$ cat config.mk
export PLATFORM = sky130hd
export DESIGN_NAME = orientation_hold_classifier
export DESIGN_NICKNAME = d
export VERILOG_FILES = /design/src/hdl/ohc_pkg.sv /design/src/hdl/orientation_hold_classifier.sv
export SDC_FILE = /design/constraint.sdc
export NUM_CORES = 2
export LEC_CHECK = 0
export BUFFER_PORTS_ARGS = -buffer_cell sky130_fd_sc_hd__buf_2
export CAP_MARGIN = 20
export CORE_MARGIN = 1.5
export CORE_UTILIZATION = 65
export DETAILED_ROUTE_END_ITERATION = 12
export PLACE_DENSITY = 0.83
export SLEW_MARGIN = 15
export SYNTH_ARGS = -nofsm -noshare
export SYNTH_HDL_FRONTEND = slang
export SYNTH_SLANG_ARGS = --single-unit
$ cat constraint.sdc
create_clock -name clk -period 19.01 [get_ports clk]
set_input_delay 4.7525 -clock clk [delete_from_list [all_inputs] [get_ports clk]]
set_output_delay 4.7525 -clock clk [all_outputs]
set_load 0.05 [all_outputs]
$ cat src/hdl/ohc_pkg.sv
`default_nettype none

package ohc_pkg;

  // Sample width of the gravity inputs
  localparam int SAMPLE_BITS = 16;
  // Squared magnitude of a sample vector, x^2 + y^2
  localparam int MAG2_W = 2 * SAMPLE_BITS;
  localparam int MIN_TILT_W = 15;
  localparam int LIM2_W = 2 * MIN_TILT_W;
  localparam int CMP_W = (MAG2_W > LIM2_W) ? MAG2_W : LIM2_W;

  // tan(55 deg) approximated as TAN55_NUM / 2^TAN55_SHIFT
  localparam int TAN55_SHIFT = 12;
  localparam int TAN55_NUM_W = 13;
  localparam logic [TAN55_NUM_W-1:0] TAN55_NUM = 13'd5850;
  localparam int TAN_W = SAMPLE_BITS + TAN55_NUM_W;

  localparam int AGREE_W = 4;
  localparam int PADDR_W = 4;
  localparam int PDATA_W = 32;

  typedef enum logic [1:0] {
    HOLD_RIGHT = 2'd0,
    HOLD_LEFT  = 2'd1,
    HOLD_TALL  = 2'd2
  } hold_t;

  typedef enum logic [1:0] {
    REG_AUTO_MODE    = 2'd0,
    REG_FIXED_HOLD   = 2'd1,
    REG_MIN_TILT     = 2'd2,
    REG_AGREE_NEEDED = 2'd3
  } reg_idx_t;

  localparam logic                  AUTO_MODE_RST    = 1'b1;
  localparam logic [1:0]            FIXED_HOLD_RST   = 2'd2;
  localparam logic [MIN_TILT_W-1:0] MIN_TILT_RST     = 15'd1434;
  localparam logic [AGREE_W-1:0]    AGREE_NEEDED_RST = 4'd6;

  // Joystick rotation for each hold
  function automatic logic [1:0] quarter_turns(input hold_t h);
    logic [1:0] q;
    case (h)
      HOLD_RIGHT: q = 2'd2;
      HOLD_LEFT:  q = 2'd0;
      default:    q = 2'd3;
    endcase
    return q;
  endfunction

endpackage

`default_nettype wire

$ cat src/hdl/orientation_hold_classifier.sv
// Orientation hold classifier: portrait / landscape decision from accelerometer samples.
// Input channel (in_valid/in_ready): one sample per transfer, grav_x, grav_y and the
// sensor-ok flag. Result channel (out_valid/out_ready): exactly one result per sample,
// the hold after that sample, its tall flag, the joystick quarter turns, whether the
// hold changed on this sample, and whether a first verdict or fixed mode has primed it.
// Pipeline: input register, product stage (squares, tan-55 compare), then the
// classify / hysteresis update into the result register. One sample per cycle is
// sustained while out_ready holds, set by the single hysteresis state update per cycle.
// When the receiver stalls, the result register holds and the earlier stages keep
// filling until each holds an item; in_ready drops only when all three are full.
// Reset (synchronous, rst_n low) empties the pipeline, clears the hold state
// (right landscape, not primed, filter cleared) and restores the register defaults:
// auto mode, fixed hold tall, min tilt 1434, agree_needed six.
// Registers over the APB port at byte 0/4/8/12: auto_mode, fixed_hold, min_tilt,
// agree_needed. Writes are meant for idle periods only.
`default_nettype none

module orientation_hold_classifier (
  input  wire logic                                 clk,
  input  wire logic                                 rst_n,
  input  wire logic                                 in_valid,
  output logic                                      in_ready,
  input  wire logic signed [ohc_pkg::SAMPLE_BITS-1:0] in_grav_x,
  input  wire logic signed [ohc_pkg::SAMPLE_BITS-1:0] in_grav_y,
  input  wire logic                                 in_sensor_ok,
  output logic                                      out_valid,
  input  wire logic                                 out_ready,
  output logic [1:0]                                out_hold,
  output logic                                      out_tall_hold,
  output logic [1:0]                                out_input_quarter_turns,
  output logic                                      out_rotation_applied,
  output logic                                      out_hold_primed,
  input  wire logic                                 psel,
  input  wire logic                                 penable,
  input  wire logic                                 pwrite,
  input  wire logic [ohc_pkg::PADDR_W-1:0]          paddr,
  input  wire logic [ohc_pkg::PDATA_W-1:0]          pwdata,
  output logic [ohc_pkg::PDATA_W-1:0]               prdata,
  output logic                                      pready
);

  localparam int SB = ohc_pkg::SAMPLE_BITS;

  // Configuration
  logic                             auto_mode_r;
  logic [1:0]                       fixed_hold_r;
  logic [ohc_pkg::MIN_TILT_W-1:0]   min_tilt_r;
  logic [ohc_pkg::AGREE_W-1:0]      agree_needed_r;
  ohc_pkg::reg_idx_t                reg_sel;
  logic                             cfg_wr;

  // Stage 1: input register
  logic                 s1_valid_r;
  logic signed [SB-1:0] s1_x_r;
  logic signed [SB-1:0] s1_y_r;
  logic                 s1_ok_r;

  // Stage 2: products and sector bits
  logic                          s2_valid_r;
  logic [ohc_pkg::MAG2_W-1:0]    s2_mag2_r;
  logic [ohc_pkg::LIM2_W-1:0]    s2_lim2_r;
  logic                          s2_ign_r;
  logic                          s2_yneg_r;
  logic                          s2_tall_pos_r;
  logic                          s2_tall_neg_r;
  logic                          s2_ok_r;

  // Hold state
  ohc_pkg::hold_t               cur_hold_r, cur_hold_nxt;
  ohc_pkg::hold_t               pend_hold_r, pend_hold_nxt;
  logic                         primed_r, primed_nxt;
  logic [ohc_pkg::AGREE_W-1:0]  agree_cnt_r, agree_cnt_nxt;

  // Result register
  logic                 out_valid_r;
  ohc_pkg::hold_t       out_hold_r;
  logic                 out_tall_r;
  logic [1:0]           out_qt_r;
  logic                 out_rot_r;
  logic                 out_primed_r;

  // Handshake / flow control
  logic o_free, s2_free, s1_free, s2_adv, s1_adv, in_xfer;

  assign o_free   = !out_valid_r || out_ready;
  assign s2_adv   = s2_valid_r && o_free;
  assign s2_free  = !s2_valid_r || o_free;
  assign s1_adv   = s1_valid_r && s2_free;
  assign s1_free  = !s1_valid_r || s2_free;
  assign in_ready = s1_free;
  assign in_xfer  = in_valid && in_ready;

  // ---------------- configuration port ----------------
  assign pready  = 1'b1;
  assign reg_sel = ohc_pkg::reg_idx_t'(paddr[3:2]);
  assign cfg_wr  = psel && penable && pwrite;

  always_comb begin
    prdata = '0;
    unique case (reg_sel)
      ohc_pkg::REG_AUTO_MODE:    prdata[0] = auto_mode_r;
      ohc_pkg::REG_FIXED_HOLD:   prdata[1:0] = fixed_hold_r;
      ohc_pkg::REG_MIN_TILT:     prdata[ohc_pkg::MIN_TILT_W-1:0] = min_tilt_r;
      ohc_pkg::REG_AGREE_NEEDED: prdata[ohc_pkg::AGREE_W-1:0] = agree_needed_r;
      default:                   prdata = '0;
    endcase
  end

  always_ff @(posedge clk) begin
    if (!rst_n) begin
      auto_mode_r    <= ohc_pkg::AUTO_MODE_RST;
      fixed_hold_r   <= ohc_pkg::FIXED_HOLD_RST;
      min_tilt_r     <= ohc_pkg::MIN_TILT_RST;
      agree_needed_r <= ohc_pkg::AGREE_NEEDED_RST;
    end else if (cfg_wr) begin
      unique case (reg_sel)
        ohc_pkg::REG_AUTO_MODE:    auto_mode_r <= pwdata[0];
        ohc_pkg::REG_FIXED_HOLD:   fixed_hold_r <= pwdata[1:0];
        ohc_pkg::REG_MIN_TILT:     min_tilt_r <= pwdata[ohc_pkg::MIN_TILT_W-1:0];
        ohc_pkg::REG_AGREE_NEEDED: agree_needed_r <= pwdata[ohc_pkg::AGREE_W-1:0];
        default: ;
      endcase
    end
  end

  // ---------------- stage 1 -> stage 2 ----------------
  logic signed [SB:0]         x_ext, y_ext, x_abs, y_abs;
  logic [SB-1:0]              ax, ay;
  logic [ohc_pkg::MAG2_W-1:0] ax2, ay2;
  logic [ohc_pkg::TAN_W-1:0]  ay_scaled, ax_scaled;

  always_comb begin
    x_ext     = {s1_x_r[SB-1], s1_x_r};
    y_ext     = {s1_y_r[SB-1], s1_y_r};
    x_abs     = x_ext[SB] ? -x_ext : x_ext;
    y_abs     = y_ext[SB] ? -y_ext : y_ext;
    ax        = x_abs[SB-1:0];
    ay        = y_abs[SB-1:0];
    ax2       = ohc_pkg::MAG2_W'(ax) * ohc_pkg::MAG2_W'(ax);
    ay2       = ohc_pkg::MAG2_W'(ay) * ohc_pkg::MAG2_W'(ay);
    ay_scaled = ohc_pkg::TAN_W'(ay) << ohc_pkg::TAN55_SHIFT;
    ax_scaled = ohc_pkg::TAN_W'(ax) * ohc_pkg::TAN_W'(ohc_pkg::TAN55_NUM);
  end

  always_ff @(posedge clk) begin
    if (!rst_n) begin
      s1_valid_r <= 1'b0;
      s2_valid_r <= 1'b0;
    end else begin
      if (s1_free) s1_valid_r <= in_valid;
      if (s2_free) s2_valid_r <= s1_valid_r;
    end
  end

  always_ff @(posedge clk) begin
    if (in_xfer) begin
      s1_x_r  <= in_grav_x;
      s1_y_r  <= in_grav_y;
      s1_ok_r <= in_sensor_ok;
    end
    if (s1_adv) begin
      s2_mag2_r     <= ax2 + ay2;
      s2_lim2_r     <= ohc_pkg::LIM2_W'(min_tilt_r) * ohc_pkg::LIM2_W'(min_tilt_r);
      // within 55 deg of 180 deg; the boundary itself is not ignored
      s2_ign_r      <= x_ext[SB] && (ay_scaled < ax_scaled);
      s2_yneg_r     <= y_ext[SB];
      s2_tall_pos_r <= x_ext > y_ext;
      s2_tall_neg_r <= x_ext > -y_ext;
      s2_ok_r       <= s1_ok_r;
    end
  end

  // ---------------- stage 2 -> result: classify and hysteresis ----------------
  logic           flat, verdict_ok;
  ohc_pkg::hold_t verdict, fixed_sat;

  always_comb begin
    flat = ohc_pkg::CMP_W'(s2_mag2_r) < ohc_pkg::CMP_W'(s2_lim2_r);
    verdict_ok = s2_ok_r && !flat && !s2_ign_r;
    if (s2_yneg_r) begin
      verdict = s2_tall_neg_r ? ohc_pkg::HOLD_TALL : ohc_pkg::HOLD_LEFT;
    end else begin
      verdict = s2_tall_pos_r ? ohc_pkg::HOLD_TALL : ohc_pkg::HOLD_RIGHT;
    end
    // unused code 3 saturates to tall
    fixed_sat = (fixed_hold_r > 2'(ohc_pkg::HOLD_TALL)) ? ohc_pkg::HOLD_TALL
                                                        : ohc_pkg::hold_t'(fixed_hold_r);
  end

  always_comb begin
    cur_hold_nxt  = cur_hold_r;
    pend_hold_nxt = pend_hold_r;
    primed_nxt    = primed_r;
    agree_cnt_nxt = agree_cnt_r;
    if (!auto_mode_r) begin
      cur_hold_nxt = fixed_sat;
      primed_nxt   = 1'b1;
    end else if (verdict_ok) begin
      if (!primed_r) begin
        primed_nxt   = 1'b1;
        cur_hold_nxt = verdict;
      end else begin
        if (verdict == pend_hold_r) begin
          if (agree_cnt_r < agree_needed_r) agree_cnt_nxt = agree_cnt_r + 1'b1;
        end else begin
          pend_hold_nxt = verdict;
          agree_cnt_nxt = '0;
        end
        if (agree_cnt_nxt >= agree_needed_r && cur_hold_r != pend_hold_nxt) begin
          cur_hold_nxt = pend_hold_nxt;
        end
      end
    end
  end

  always_ff @(posedge clk) begin
    if (!rst_n) begin
      cur_hold_r  <= ohc_pkg::HOLD_RIGHT;
      pend_hold_r <= ohc_pkg::HOLD_RIGHT;
      primed_r    <= 1'b0;
      agree_cnt_r <= '0;
      out_valid_r <= 1'b0;
    end else begin
      if (s2_adv) begin
        cur_hold_r  <= cur_hold_nxt;
        pend_hold_r <= pend_hold_nxt;
        primed_r    <= primed_nxt;
        agree_cnt_r <= agree_cnt_nxt;
      end
      if (o_free) out_valid_r <= s2_valid_r;
    end
  end

  always_ff @(posedge clk) begin
    if (s2_adv) begin
      out_hold_r   <= cur_hold_nxt;
      out_tall_r   <= cur_hold_nxt == ohc_pkg::HOLD_TALL;
      out_qt_r     <= ohc_pkg::quarter_turns(cur_hold_nxt);
      out_rot_r    <= cur_hold_nxt != cur_hold_r;
      out_primed_r <= primed_nxt;
    end
  end

  assign out_valid               = out_valid_r;
  assign out_hold                = out_hold_r;
  assign out_tall_hold           = out_tall_r;
  assign out_input_quarter_turns = out_qt_r;
  assign out_rotation_applied    = out_rot_r;
  assign out_hold_primed         = out_primed_r;

  // ---------------- assertions ----------------
  a_primed_sticky: assert property (@(posedge clk) disable iff (!rst_n)
    primed_r |=> primed_r)
    else $error("primed flag dropped without reset");

  a_hold_only_on_advance: assert property (@(posedge clk) disable iff (!rst_n)
    !s2_adv |=> $stable(cur_hold_r) && $stable(agree_cnt_r) && $stable(pend_hold_r))
    else $error("hold state changed without a sample leaving stage 2");

  a_ready_when_drained: assert property (@(posedge clk) disable iff (!rst_n)
    !out_valid_r |-> in_ready)
    else $error("input stalled with an empty result register");

  a_result_matches_state: assert property (@(posedge clk) disable iff (!rst_n)
    s2_adv |=> out_hold_r == cur_hold_r && out_primed_r == primed_r)
    else $error("result register disagrees with hold state");

endmodule

`default_nettype wire
==> impl_metrics.csv <==
group,metric,value,unit
critical_path,cp_data_required_time,19200,ps
yosys,synth_most_common_cell,"inv_1",
yosys,synth_common_cells,"inv_1, fa_1, ha_1",
detailed_routing,wirelength,70470,µm
critical_path,startpoint_type,"flip-flop",
floorplanning,num_rows,80,
clocking,htree_levels,4,
yosys,synth_enable_flop_cells,106,
yosys,synth_sequential_area_ratio,12.29,%
hold_path,min_to,"s2_ok_r$_DFFE_PP_",
critical_path,cp_slowest_cell,"xnor2_1",
yosys,synth_cells,3252,
sta,min_period,11730,ps
clocking,post_cts_resized,0,
floorplanning,die-width,223.0,µm
sta,worst_pin_slew,1164,ps
cells_and_area,drive_above_1_share,5.084,%
sta,hold_viol,0,
cells_and_area,final_net_count,4433,
critical_path,worst_ep_arrival_time,11920,ps
sta,setup_viol,0,
clocking,clockRootBuffer,"clkbuf_16",
clocking,hold_buffers,0,
hold_path,hold_path_depth,0,
sta,fin_crit_sh,61.73,%
sta,maxSlewHeadroom,21.87,%
yosys,yosysTopAreaCellShare,38.01,%
yosys,synth.cell_area,31450,µm²
global_route,grt_pass1_vias,23940,
cells_and_area,syn2layout_area_growth,5.630,%
detailed_routing,drc,0,
detailed_routing,avgRoutedWirePerCell,17.80,µm
global_route,grt_pass1_wl,117300,µm
sta,fin_setup_tns,0,ps
hold_path,hp-class,"flip-flop to flip-flop",
placement,dp.final_hpwl,59580,µm
yosys,synth_largest_area_cell,"fa_1",
detailed_routing,ant_nets,0,
sta,setup_slack,7276,ps
critical_path,slowest_delay,780,ps
yosys,ys_top_cells_by_area,"fa_1, ha_1, inv_1, edfxtp_1, nand2_1",
detailed_routing,num_vias,22150,
floorplanning,die-area,49710,µm²
global_route,grt_antenna_before_repair,0,
yosys,ys.flop_type,"edfxtp_1",
sta,rsz0062_at_grt,"false",
detailed_routing,first_pass_iters,5,
clocking,clock_sinks,140,
cells_and_area,diodes,0,
yosys,async_reset_ff_share,0,%
global_route,grt_usage,30.21,%
placement,place_congestion,0.9514,
critical_path,r2r-end,"s2_mag2_r[31]$_DFFE_PP_",
yosys,synth_cell_types,73,
global_route,grt_max_degree,67,
critical_path,r2r_cells,28,
outcome,status,"finished, final reports clean",
detailed_routing,via_per_inst,5.594,
critical_path,rr_startpoint,"s1_y_r[0]$_DFFE_PP_",
floorplanning,coreArea,47750,µm²
critical_path,cp_max_fo,18,
critical_path,cpMostUsedCell,"fa_1",
clocking,cts_tree,"yes",
cells_and_area,fillerInstances,3448,
sta,finClkSkew,15.42,ps
placement,port_buffers,80,
placement,dp_worst_setup_slack,7627,ps
floorplanning,initial_utilization,65.86,%
cells_and_area,regArea,3864,µm²
clocking,cts_buffer_depth,2,
global_route,globalRouteOverflowTotal,0,
yosys,syn_avg_cell_area,9.669,µm²
yosys,synth_warnings,0,
clocking,cts_buffers,17,
critical_path,r2r_setup_slack,7280,ps
run,drv_cap,0,
sta,slew_violations,0,
cells_and_area,multi_input_area,24040,µm²
critical_path,endpoint_kind,"flip-flop",
clocking,insertion_delay,450,ps
clocking,clk_pin_slew,60,ps
floorplanning,num_io_pins,118,
clocking,postCtsSetupRepairBufs,0,
floorplanning,fp.dieH,223.0,µm
critical_path,critPathKind,"flip-flop to flip-flop",
detailed_routing,drtIter0Drc,1625,
yosys,ys_ff_latch,140,
hold_path,min_from,"s1_ok_r$_DFFE_PP_",
sta,max_freq,85.22,MHz
placed cells by master (no fill, tap or decap), types with 30 or more instances in the layout:
cell type / synthesis / routed
inv_1: 871 / 871
fa_1: 597 / 597
ha_1: 429 / 429
nand2_1: 228 / 228
nor2_1: 175 / 175
edfxtp_1: 106 / 106
xnor2_1: 96 / 95
a21oi_1: 95 / 95
buf_2: 2 / 80
and2_1: 75 / 75
a21o_1: 67 / 67
o21ai_0: 45 / 45
xor2_1: 39 / 39
dfxtp_1: 34 / 34
nand3_1: 30 / 30
cell families after synthesis:
kind of cell | count (synthesis) | synth area share (%)
XOR/XNOR | 137 | 3.884
buffers and inverters | 960 | 11.68
AO/OA/AOI/OAI | 333 | 6.967
flip-flops | 140 | 12.29
multiplexers | 21 | 0.7202
AND/OR/NAND/NOR | 633 | 9.359
adder cells (fa/ha/maj) | 1026 | 55.08
other | 2 | 0.02388
through the flow:
step	cell area (µm²)	utilization [%]	std cells	hold slack (ps)
2_1_floorplan	31540	-	3278	400.3
5_1_grt	33220	69.57	3959	463.8
4_1_cts	33220	69.57	3959	444.6
6_report	33220	69.57	3959	440.9
3_3_place_gp	32610	68.29	3926	401.7
3_5_place_dp	32620	68.31	3927	425.3
area by class of cell:
cell class	instances	share of cell area [%]
Multi-Input combinational cell	2178	72.39
Sequential cell	140	11.63
Inverter	886	10.01
Tap cell	615	2.317
Timing Repair Buffer	108	1.846
Clock buffer	17	1.281
Clock inverter	15	0.5236
critical path, delay by kind of cell (launching register included):
kind | cells | cell delay (ps)
AO/OA/AOI/OAI | 7 | 2510
XOR/XNOR | 1 | 780
adder cells (fa/ha/maj) | 10 | 4610
buffers and inverters | 5 | 1330
flip-flops | 1 | 590
AND/OR/NAND/NOR | 5 | 1630
routing by layer:
metal	GRT usage, %	vias to the layer above	part of all wire (%)
met2	49.87	787	48
met1	39.14	11020	39
met4	13.41	0	5.1
li1	-	10140	-
met5	0	-	0
met3	5.571	195	8.0
worst max-delay path by stage:
| stage | start | endpoint | cells past startpoint |
|---|---|---|---|
| 4_1_cts | s1_y_r[0]$_DFFE_PP_ | s2_mag2_r[31]$_DFFE_PP_ | 28 |
| 6_report | s1_y_r[0]$_DFFE_PP_ | s2_mag2_r[31]$_DFFE_PP_ | 28 |
| 2_1_floorplan | paddr[2] | prdata[10] | 3 |
| 3_3_place_gp | s1_y_r[0]$_DFFE_PP_ | s2_mag2_r[31]$_DFFE_PP_ | 28 |
| 5_1_grt | s1_y_r[0]$_DFFE_PP_ | s2_mag2_r[31]$_DFFE_PP_ | 28 |
| 3_5_place_dp | s1_y_r[0]$_DFFE_PP_ | s2_mag2_r[31]$_DFFE_PP_ | 28 |
flip-flops by register name, summed over array words and instances, names as in the netlist, 2 cells and up:
signal and count:
cur_hold_r 2, pend_hold_r 2, agree_needed_r 4, min_tilt_r 15, out_input_quarter_turns 2, out_hold 2
s2_lim2_r 29, s2_mag2_r 32, s1_y_r 16, s1_x_r 16, agree_cnt_r 4, fixed_hold_r 2
Power is left out: the tool's default activity adds up to more than one toggle a clock period on the data nets, which glitch-free logic cannot reach.
